[config.mk]
export PLATFORM = sky130hd
export DESIGN_NAME = eased_tween_interpolator
export DESIGN_NICKNAME = d
export VERILOG_FILES = /design/src/hw/rtl/etw_pkg.sv /design/src/hw/rtl/etw_div.sv /design/src/hw/rtl/etw_mul.sv /design/src/hw/rtl/eased_tween_interpolator.sv
export SDC_FILE = /design/constraint.sdc
export NUM_CORES = 1
export LEC_CHECK = 0
export CORE_UTILIZATION = 40
export DETAILED_ROUTE_END_ITERATION = 10
export DONT_BUFFER_PORTS = 1
export PLACE_DENSITY = 0.64
export RECOVER_POWER = 25
export SYNTH_ARGS = -nofsm -noshare
export SYNTH_HDL_FRONTEND = slang
export SYNTH_SLANG_ARGS = --single-unit
[constraint.sdc]
create_clock -name aclk -period 11.4 [get_ports aclk]
set_clock_uncertainty 0.2 [all_clocks]
set_input_delay 0.57 -clock aclk [delete_from_list [all_inputs] [get_ports aclk]]
set_output_delay 0.57 -clock aclk [all_outputs]
set_load 0.02 [all_outputs]
[src/hw/rtl/etw_pkg.sv]
// shared types and constants for the eased tween interpolator
`default_nettype none

package etw_pkg;

    localparam int VALUE_W    = 32;
    localparam int DURATION_W = 24;
    localparam int STEP_W     = 17;
    localparam int CFG_IDX_W  = 2;
    // start and end difference, and the width of the multiplicand path
    localparam int DIFF_W     = 33;

    typedef enum logic [2:0] {
        ST_IDLE,
        ST_DIV,
        ST_EASE,
        ST_BLEND,
        ST_OUT
    } etw_state_t;

    typedef enum logic [1:0] {
        EASE_LINEAR = 2'd0,
        EASE_IN     = 2'd1,
        EASE_OUT    = 2'd2,
        EASE_IN_OUT = 2'd3
    } etw_ease_t;

    typedef enum logic [CFG_IDX_W-1:0] {
        REG_START    = 2'd0,
        REG_END      = 2'd1,
        REG_DURATION = 2'd2,
        REG_EASE     = 2'd3
    } etw_reg_t;

endpackage

`default_nettype wire

[src/hw/rtl/etw_div.sv]
// bit-serial restoring divider, one quotient bit per cycle
`default_nettype none

module etw_div #(
    parameter int NW = 24,
    parameter int QW = 16
) (
    input  wire logic          aclk,
    input  wire logic          aresetn,
    input  wire logic          start,
    input  wire logic [NW-1:0] dividend,
    input  wire logic [NW-1:0] divisor,
    output logic               done,
    output logic [QW-1:0]      quotient
);

    localparam int CW = $clog2(QW + 1);

    logic [NW-1:0] rem_reg, rem_next;
    logic [NW-1:0] dvs_reg, dvs_next;
    logic [QW-1:0] q_reg, q_next;
    logic [CW-1:0] cnt_reg, cnt_next;
    logic          busy_reg, busy_next;
    logic          done_reg, done_next;

    logic [NW:0]   trial;
    logic [NW:0]   trial_sub;
    logic          fits;

    always_comb begin
        trial     = {rem_reg, 1'b0};
        trial_sub = trial - {1'b0, dvs_reg};
        fits      = (trial >= {1'b0, dvs_reg});
    end

    always_comb begin
        rem_next  = rem_reg;
        dvs_next  = dvs_reg;
        q_next    = q_reg;
        cnt_next  = cnt_reg;
        busy_next = busy_reg;
        done_next = 1'b0;
        if (start) begin
            // dividend is below the divisor, so the remainder stays narrow
            rem_next  = dividend;
            dvs_next  = divisor;
            q_next    = '0;
            cnt_next  = '0;
            busy_next = 1'b1;
        end else if (busy_reg) begin
            rem_next = fits ? trial_sub[NW-1:0] : trial[NW-1:0];
            q_next   = {q_reg[QW-2:0], fits};
            cnt_next = cnt_reg + 1'b1;
            if (cnt_reg == CW'(QW - 1)) begin
                busy_next = 1'b0;
                done_next = 1'b1;
            end
        end
    end

    always_ff @(posedge aclk) begin
        if (!aresetn) begin
            cnt_reg  <= '0;
            busy_reg <= 1'b0;
            done_reg <= 1'b0;
        end else begin
            cnt_reg  <= cnt_next;
            busy_reg <= busy_next;
            done_reg <= done_next;
        end
        rem_reg <= rem_next;
        dvs_reg <= dvs_next;
        q_reg   <= q_next;
    end

    assign done     = done_reg;
    assign quotient = q_reg;

endmodule

`default_nettype wire

[src/hw/rtl/etw_mul.sv]
// bit-serial shift-add multiplier, unsigned multiplier by two's complement multiplicand
`default_nettype none

module etw_mul #(
    parameter int MPW = 17,
    parameter int MCW = 33
) (
    input  wire logic               aclk,
    input  wire logic               aresetn,
    input  wire logic               start,
    input  wire logic [MPW-1:0]     mplier,
    input  wire logic [MCW-1:0]     mcand,
    output logic                    done,
    output logic [MCW+MPW:0]        product
);

    localparam int CW = $clog2(MPW + 1);

    logic [MCW:0]   acc_reg, acc_next;
    logic [MPW-1:0] low_reg, low_next;
    logic [MPW-1:0] mp_reg, mp_next;
    logic [MCW-1:0] mc_reg, mc_next;
    logic [CW-1:0]  cnt_reg, cnt_next;
    logic           busy_reg, busy_next;
    logic           done_reg, done_next;

    logic [MCW:0]   addend;
    logic [MCW+1:0] sum;

    always_comb begin
        addend = mp_reg[0] ? {mc_reg[MCW-1], mc_reg} : '0;
        sum    = {acc_reg[MCW], acc_reg} + {addend[MCW], addend};
    end

    always_comb begin
        acc_next  = acc_reg;
        low_next  = low_reg;
        mp_next   = mp_reg;
        mc_next   = mc_reg;
        cnt_next  = cnt_reg;
        busy_next = busy_reg;
        done_next = 1'b0;
        if (start) begin
            acc_next  = '0;
            low_next  = '0;
            mp_next   = mplier;
            mc_next   = mcand;
            cnt_next  = '0;
            busy_next = 1'b1;
        end else if (busy_reg) begin
            // arithmetic shift right, low product bits collect from the top
            acc_next = sum[MCW+1:1];
            low_next = {sum[0], low_reg[MPW-1:1]};
            mp_next  = {1'b0, mp_reg[MPW-1:1]};
            cnt_next = cnt_reg + 1'b1;
            if (cnt_reg == CW'(MPW - 1)) begin
                busy_next = 1'b0;
                done_next = 1'b1;
            end
        end
    end

    always_ff @(posedge aclk) begin
        if (!aresetn) begin
            cnt_reg  <= '0;
            busy_reg <= 1'b0;
            done_reg <= 1'b0;
        end else begin
            cnt_reg  <= cnt_next;
            busy_reg <= busy_next;
            done_reg <= done_next;
        end
        acc_reg <= acc_next;
        low_reg <= low_next;
        mp_reg  <= mp_next;
        mc_reg  <= mc_next;
    end

    assign done    = done_reg;
    assign product = {acc_reg, low_reg};

endmodule

`default_nettype wire

[src/hw/rtl/eased_tween_interpolator.sv]
// eased tween interpolator top level: configuration, tick sequencer and blend
// Each accepted tick adds its time step to the elapsed count (saturating at the duration),
// forms progress = elapsed/duration as a fraction with FRACTION_BITS bits, applies the
// quadratic ease selected by ease_mode and returns start + (end - start) * eased in Q16.16,
// together with is_done and finished_now. A tick in progress passes first through the
// bit-serial divider, then twice through the one bit-serial multiplier, which is used
// first for the ease and then for the blend. The tick that completes the tween skips the
// divider, and once done a tick is answered with the held end value. One tick is
// processed at a time; the next is taken while the previous result still waits in the
// output register. Configuration writes are always accepted at once and belong between
// ticks.
`default_nettype none

module eased_tween_interpolator import etw_pkg::*; #(
    parameter int TIME_BITS     = 24,
    parameter int FRACTION_BITS = 16
) (
    input  wire logic                 aclk,
    input  wire logic                 aresetn,
    input  wire logic                 cfg_valid,
    output logic                      cfg_ready,
    input  wire logic [CFG_IDX_W-1:0] cfg_index,
    input  wire logic [VALUE_W-1:0]   cfg_data,
    input  wire logic                 s_valid,
    output logic                      s_ready,
    input  wire logic [STEP_W-1:0]    s_time_step_us,
    output logic                      m_valid,
    input  wire logic                 m_ready,
    output logic [VALUE_W-1:0]        m_current_value,
    output logic                      m_is_done,
    output logic                      m_finished_now
);

    localparam int MPW = FRACTION_BITS + 1;
    localparam int PW  = DIFF_W + MPW + 1;
    localparam int BW  = FRACTION_BITS + 3;
    localparam int DW  = (TIME_BITS > DURATION_W) ? TIME_BITS : DURATION_W;
    localparam int SW  = ((TIME_BITS > STEP_W) ? TIME_BITS : STEP_W) + 1;
    localparam logic [TIME_BITS-1:0] TIME_MAX = {TIME_BITS{1'b1}};
    localparam logic [MPW-1:0]       ONE      = MPW'(1) << FRACTION_BITS;

    // configuration
    logic [VALUE_W-1:0]    start_value_reg;
    logic [VALUE_W-1:0]    end_value_reg;
    logic [DURATION_W-1:0] duration_reg;
    etw_ease_t             ease_reg;

    // sequencer and tween state
    etw_state_t            state_reg, state_next;
    logic [TIME_BITS-1:0]  elapsed_reg, elapsed_next;
    logic                  done_reg, done_next;
    logic                  fin_reg, fin_next;
    logic [VALUE_W-1:0]    held_reg, held_next;
    logic                  inout_hi_reg, inout_hi_next;

    // result register
    logic                  m_valid_reg, m_valid_next;
    logic [VALUE_W-1:0]    m_value_reg, m_value_next;
    logic                  m_done_reg, m_done_next;
    logic                  m_fin_reg, m_fin_next;

    logic                  cfg_fire;
    logic                  s_fire;
    logic                  out_free;
    logic [DW-1:0]         dur_wide;
    logic [TIME_BITS-1:0]  dur;
    logic [SW-1:0]         sum_w;
    logic                  reaches;
    logic [TIME_BITS-1:0]  elapsed_sat;

    logic                  div_start;
    logic                  div_done;
    logic [FRACTION_BITS-1:0] div_q;
    logic                  mul_start;
    logic                  mul_done;
    logic [PW-1:0]         mul_product;
    logic                  blend_sel;
    logic                  out_load;

    logic [MPW-1:0]        p_sel;
    logic                  p_half;
    logic [BW-1:0]         ease_b;
    logic [BW-1:0]         e_raw;
    logic [BW-1:0]         e_adj;
    logic [MPW-1:0]        eased;
    logic [DIFF_W-1:0]     diff;
    logic [MPW-1:0]        mplier;
    logic [DIFF_W-1:0]     mcand;
    logic [VALUE_W-1:0]    blend_q;
    logic [VALUE_W-1:0]    blend_val;

    assign cfg_ready = 1'b1;
    assign cfg_fire  = cfg_valid && cfg_ready;
    assign s_fire    = s_valid && s_ready;
    assign out_free  = !m_valid_reg || m_ready;

    // elapsed update: duration limited to the counter, sum saturates at the duration
    always_comb begin
        dur_wide    = DW'(duration_reg);
        dur         = (dur_wide > DW'(TIME_MAX)) ? TIME_MAX : dur_wide[TIME_BITS-1:0];
        sum_w       = SW'(elapsed_reg) + SW'(s_time_step_us);
        reaches     = (sum_w >= SW'(dur));
        elapsed_sat = reaches ? dur : sum_w[TIME_BITS-1:0];
    end

    // next state
    always_comb begin
        state_next = state_reg;
        unique case (state_reg)
            ST_IDLE: begin
                if (s_fire) begin
                    if (done_reg) begin
                        state_next = ST_OUT;
                    end else if (reaches) begin
                        state_next = ST_EASE;
                    end else begin
                        state_next = ST_DIV;
                    end
                end
            end
            ST_DIV: begin
                if (div_done) begin
                    state_next = ST_EASE;
                end
            end
            ST_EASE: begin
                if (mul_done) begin
                    state_next = ST_BLEND;
                end
            end
            ST_BLEND: begin
                if (mul_done) begin
                    state_next = ST_OUT;
                end
            end
            ST_OUT: begin
                if (out_free) begin
                    state_next = ST_IDLE;
                end
            end
        endcase
    end

    // sequencer outputs
    always_comb begin
        s_ready   = 1'b0;
        div_start = 1'b0;
        mul_start = 1'b0;
        blend_sel = 1'b0;
        out_load  = 1'b0;
        unique case (state_reg)
            ST_IDLE: begin
                s_ready   = 1'b1;
                div_start = s_fire && !done_reg && !reaches;
                mul_start = s_fire && !done_reg && reaches;
            end
            ST_DIV: begin
                mul_start = div_done;
            end
            ST_EASE: begin
                blend_sel = 1'b1;
                mul_start = mul_done;
            end
            ST_BLEND: begin
            end
            ST_OUT: begin
                out_load = out_free;
            end
        endcase
    end

    // ease operand: progress times a mode dependent factor
    always_comb begin
        p_sel  = (state_reg == ST_DIV) ? {1'b0, div_q} : ONE;
        p_half = (p_sel < (ONE >> 1));
        case (ease_reg)
            EASE_LINEAR: ease_b = BW'(ONE);
            EASE_IN:     ease_b = BW'(p_sel);
            EASE_OUT:    ease_b = (BW'(ONE) << 1) - BW'(p_sel);
            EASE_IN_OUT: ease_b = p_half ? (BW'(p_sel) << 1)
                                         : (BW'(ONE) << 2) - (BW'(p_sel) << 1);
            default:     ease_b = BW'(ONE);
        endcase
    end

    always_comb begin
        e_raw     = mul_product[FRACTION_BITS +: BW];
        e_adj     = inout_hi_reg ? (e_raw - BW'(ONE)) : e_raw;
        eased     = e_adj[MPW-1:0];
        diff      = {end_value_reg[VALUE_W-1], end_value_reg}
                  - {start_value_reg[VALUE_W-1], start_value_reg};
        mplier    = blend_sel ? eased : p_sel;
        mcand     = blend_sel ? diff : DIFF_W'(ease_b);
        // floor of the signed product by the fraction width, kept modulo the value width
        blend_q   = mul_product[FRACTION_BITS +: VALUE_W];
        blend_val = start_value_reg + blend_q;
    end

    etw_div #(
        .NW(TIME_BITS),
        .QW(FRACTION_BITS)
    ) u_div (
        .aclk    (aclk),
        .aresetn (aresetn),
        .start   (div_start),
        .dividend(elapsed_sat),
        .divisor (dur),
        .done    (div_done),
        .quotient(div_q)
    );

    etw_mul #(
        .MPW(MPW),
        .MCW(DIFF_W)
    ) u_mul (
        .aclk    (aclk),
        .aresetn (aresetn),
        .start   (mul_start),
        .mplier  (mplier),
        .mcand   (mcand),
        .done    (mul_done),
        .product (mul_product)
    );

    // register next values
    always_comb begin
        elapsed_next  = elapsed_reg;
        done_next     = done_reg;
        fin_next      = fin_reg;
        held_next     = held_reg;
        inout_hi_next = inout_hi_reg;
        m_valid_next  = m_valid_reg;
        m_value_next  = m_value_reg;
        m_done_next   = m_done_reg;
        m_fin_next    = m_fin_reg;
        if (s_fire) begin
            if (done_reg) begin
                fin_next = 1'b0;
            end else begin
                elapsed_next = elapsed_sat;
                done_next    = reaches;
                fin_next     = reaches;
            end
        end
        if (mul_start && !blend_sel) begin
            inout_hi_next = (ease_reg == EASE_IN_OUT) && !p_half;
        end
        if (state_reg == ST_BLEND && mul_done) begin
            held_next = blend_val;
        end
        if (out_load) begin
            m_valid_next = 1'b1;
            m_value_next = held_reg;
            m_done_next  = done_reg;
            m_fin_next   = fin_reg;
        end else if (m_ready) begin
            m_valid_next = 1'b0;
        end
    end

    always_ff @(posedge aclk) begin
        if (!aresetn) begin
            start_value_reg <= '0;
            end_value_reg   <= '0;
            duration_reg    <= '0;
            ease_reg        <= EASE_LINEAR;
            state_reg       <= ST_IDLE;
            elapsed_reg     <= '0;
            done_reg        <= 1'b0;
            fin_reg         <= 1'b0;
            held_reg        <= '0;
            m_valid_reg     <= 1'b0;
        end else begin
            if (cfg_fire) begin
                unique case (cfg_index)
                    REG_START:    start_value_reg <= cfg_data;
                    REG_END:      end_value_reg   <= cfg_data;
                    REG_DURATION: duration_reg    <= cfg_data[DURATION_W-1:0];
                    REG_EASE:     ease_reg        <= etw_ease_t'(cfg_data[1:0]);
                endcase
            end
            state_reg   <= state_next;
            elapsed_reg <= elapsed_next;
            done_reg    <= done_next;
            fin_reg     <= fin_next;
            held_reg    <= held_next;
            m_valid_reg <= m_valid_next;
        end
        inout_hi_reg <= inout_hi_next;
        m_value_reg  <= m_value_next;
        m_done_reg   <= m_done_next;
        m_fin_reg    <= m_fin_next;
    end

    assign m_valid         = m_valid_reg;
    assign m_current_value = m_value_reg;
    assign m_is_done       = m_done_reg;
    assign m_finished_now  = m_fin_reg;

    // only one tick in flight
    a_single_tick: assert property (@(posedge aclk) disable iff (!aresetn)
        s_fire |=> !s_ready)
        else $error("tick accepted while another is in progress");

    a_done_sticky: assert property (@(posedge aclk) disable iff (!aresetn)
        done_reg |=> done_reg)
        else $error("done flag cleared without reset");

    a_fin_implies_done: assert property (@(posedge aclk) disable iff (!aresetn)
        m_valid_reg |-> (!m_fin_reg || m_done_reg))
        else $error("finished transaction without done");

    a_div_done_state: assert property (@(posedge aclk) disable iff (!aresetn)
        div_done |-> (state_reg == ST_DIV))
        else $error("divider finished outside the divide phase");

    a_mul_done_state: assert property (@(posedge aclk) disable iff (!aresetn)
        mul_done |-> (state_reg == ST_EASE || state_reg == ST_BLEND))
        else $error("multiplier finished outside the ease or blend phase");

endmodule

`default_nettype wire

==> results.cfg <==
[grt]
grt_use_total = 0.221
grt_pass1_wl_um = 101000
antenna_found_initial = 0
grt_pass1_vias = 17520
grt_max_degree = 101
gr-total-overflow = 0

[timing]
post-route-period-util = 0.555
rsz0062_at_grt = no
setup_viol = 0
clock.fmax_mhz = 158
max_slew_margin = -0.0563
hold_violations = 0
period_needed_ns = 6.32
slew_violations = 33
whs_ns = 0.0487
tns_ns = 0
worstMarginPinSlew_ns = 1.58

[cells_and_area]
area_growth_syn_to_layout_pct = 9.57
fillerInstances = 5428
drive_gt1_frac = 0.0531
regArea_sq_um = 8340
mostFrequentLayoutCells = nand2_1 (368), dfxtp_1 (216), nor2_1 (190)
final_common_cell = nand2_1
finish.instance_area_sq_um = 24800
fin_nets = 2793
multi_input_area_sq_um = 13200
largest_register_ffs = 34

[worst_setup_path]
crit_arrival_ns = 6.42
cp-start-kind = flop
setup.worst_path.end_class = flop
worstReg2RegEnd = u_div.rem_reg[1]
r2r_cells = 21
cp.required_ns = 11.50
r2r_setup_slack_ns = 5.08
reg2reg_from = elapsed_reg[1]
crit_type = flop to flop
crit_fanout = 47
startpoint = elapsed_reg[1]

[die]
die_w_um = 240
rows = 86
pin_count = 93
core_area_sq_um = 55500
die_h_um = 240
start_util = 0.408
die_area_sq_um = 57600

[synth]
synth-edff-count = 133
synth_compound_area_frac = 0.210
async_reset_ff_frac = 0
syn_nets = 2858
synth_area_sq_um = 22700
ys_seq_area_frac = 0.368
avgSynthCellArea_sq_um = 8.62
synth_top_family_by_area = compound AO/OA/AOI/OAI gates
synth_xor_area_frac = 0.0467
ys_ff_latch = 350
ys_dominant_reg_cell = dfxtp_1
synth_cell_types = 97
yosys.area_share.simple = 0.180
synth_warnings = 0
yosys-mux-area-fraction = 0.0481
syn_inst = 2630
synth-adder-area-share = 0.0966

[hold_path]
hold_depth = 3
hp-start = s_valid
hp-class = input pin to flop
hold_end = fin_reg

[run_status]
status = finished with violations
violations = max-capacitance violations, max-slew violations

[routing]
drc_errors = 0
vias = 18851
drt_pre_antenna_iters = 5
drt-initial-drc-count = 1572
detail_route.wl_per_cell_um = 19.1
via_per_inst = 5.63
ant_nets = 0
routed_wl_um = 63900

[clock_tree]
cts.sinks = 350
cts_tree = done
clkLatencyLatePin_ns = 0.57
cts_max_level = 2
max-clock-path-buffers = 3
cts-root-buf = clkbuf_16
post_cts_resized = 0
clk_pin_slew_worst_paths_ns = 0.06
cts_buffers = 41

[placement]
place.gp.congestion = 0.961
numPortBuffers = 0
place_area_sq_um = 23100
dp_hpwl_um = 47500

[power_and_ir_drop]
p_leak_nw = 9.81
power_density_nw_per_um2 = 267
vdd_ir_drop_max_v = 0.000143

[run]
drv_cap = 1
-- cell families after synthesis --
group           after synthesis
buf+inv                     290
compound gates              713
simple gates                881
xor+xnor                    120
flops                       350
fa+ha+maj                   172
other cells                   1
mux                         103
-- synth_stat cells (all sizes together) (59+ instances only) --
library cell    n  area share
a21boi        107       0.035
dfxtp         217        0.19
xnor2          71       0.028
ha            167       0.092
a21oi         179       0.042
nand3          59       0.013
nor2          192       0.032
o21ai         151       0.034
edfxtp        133        0.18
clkbuf        133       0.022
mux2i          83       0.037
inv           128       0.021
nand2         369       0.061
-- per-layer routing --
layer | track usage | part of all wire | up-vias
met5 | 0 | 0 | -
met4 | 0.0531 | 0.019 | 0
met3 | 0.0312 | 0.065 | 82
met2 | 0.341 | 0.43 | 598
met1 | 0.324 | 0.48 | 8938
li1 | - | - | 9233
-- where the power goes --
part	switching, mW	internal, mW
registers	0.230	1.75
clock network	0.541	0.791
logic	1.99	1.34
-- worst max path at each step --
stage,to,slack [ns]
6_report,u_div.rem_reg[1],5.08
5_1_grt,u_div.rem_reg[1],4.52
4_1_cts,u_div.rem_reg[1],5.14
3_5_place_dp,u_div.rem_reg[1],4.92
3_3_place_gp,u_div.rem_reg[1],5.03
2_1_floorplan,u_div.dvs_reg[0],5.83
-- stage by stage --
step	std cells	utilization	power, mW	setup slack [ns]
after floorplan	2630	-	4.52	5.83
after global routing	3345	0.447	7.09	4.52
after detailed placement	3233	0.416	5.24	4.92
final	3346	0.447	6.64	5.08
after global placement	3233	0.416	5.17	5.03
after CTS	3345	0.447	6.63	5.14
-- worst max-delay path, stage by stage (launching register included) --
cell and delay (ns):
dfxtp_1 0.40, ha_1 0.27, a211o_1 0.29, o211ai_1 0.15, a2111oi_0 0.21, o22a_1 0.31
a311oi_2 0.63, nor2_1 0.16, xor2_1 0.26, ha_1 0.28, o21ai_0 0.17, o21ai_0 0.09
a21oi_1 0.20, o211ai_1 0.12, a311oi_1 0.47, and2_1 0.21, o21ai_2 0.05, buf_4 0.27
inv_1 0.67, buf_4 0.41, nand2_1 0.09, o311a_1 0.13
-- what timing repair did --
action	CTS	global route
setup buffers	0	0
endpoints found under the hold margin	146	0
hold buffers	37	0
-- cell type report --
class / count / area share
antenna: 1 / 0.000101
clock buffer: 56 / 0.0456
clock inverter: 19 / 0.00912
inverter: 129 / 0.0196
multi-input combinational: 1990 / 0.531
sequential: 350 / 0.336
tap: 748 / 0.0377
timing repair buffer: 53 / 0.0207
Note: power is estimated with default switching activity, not from simulation.
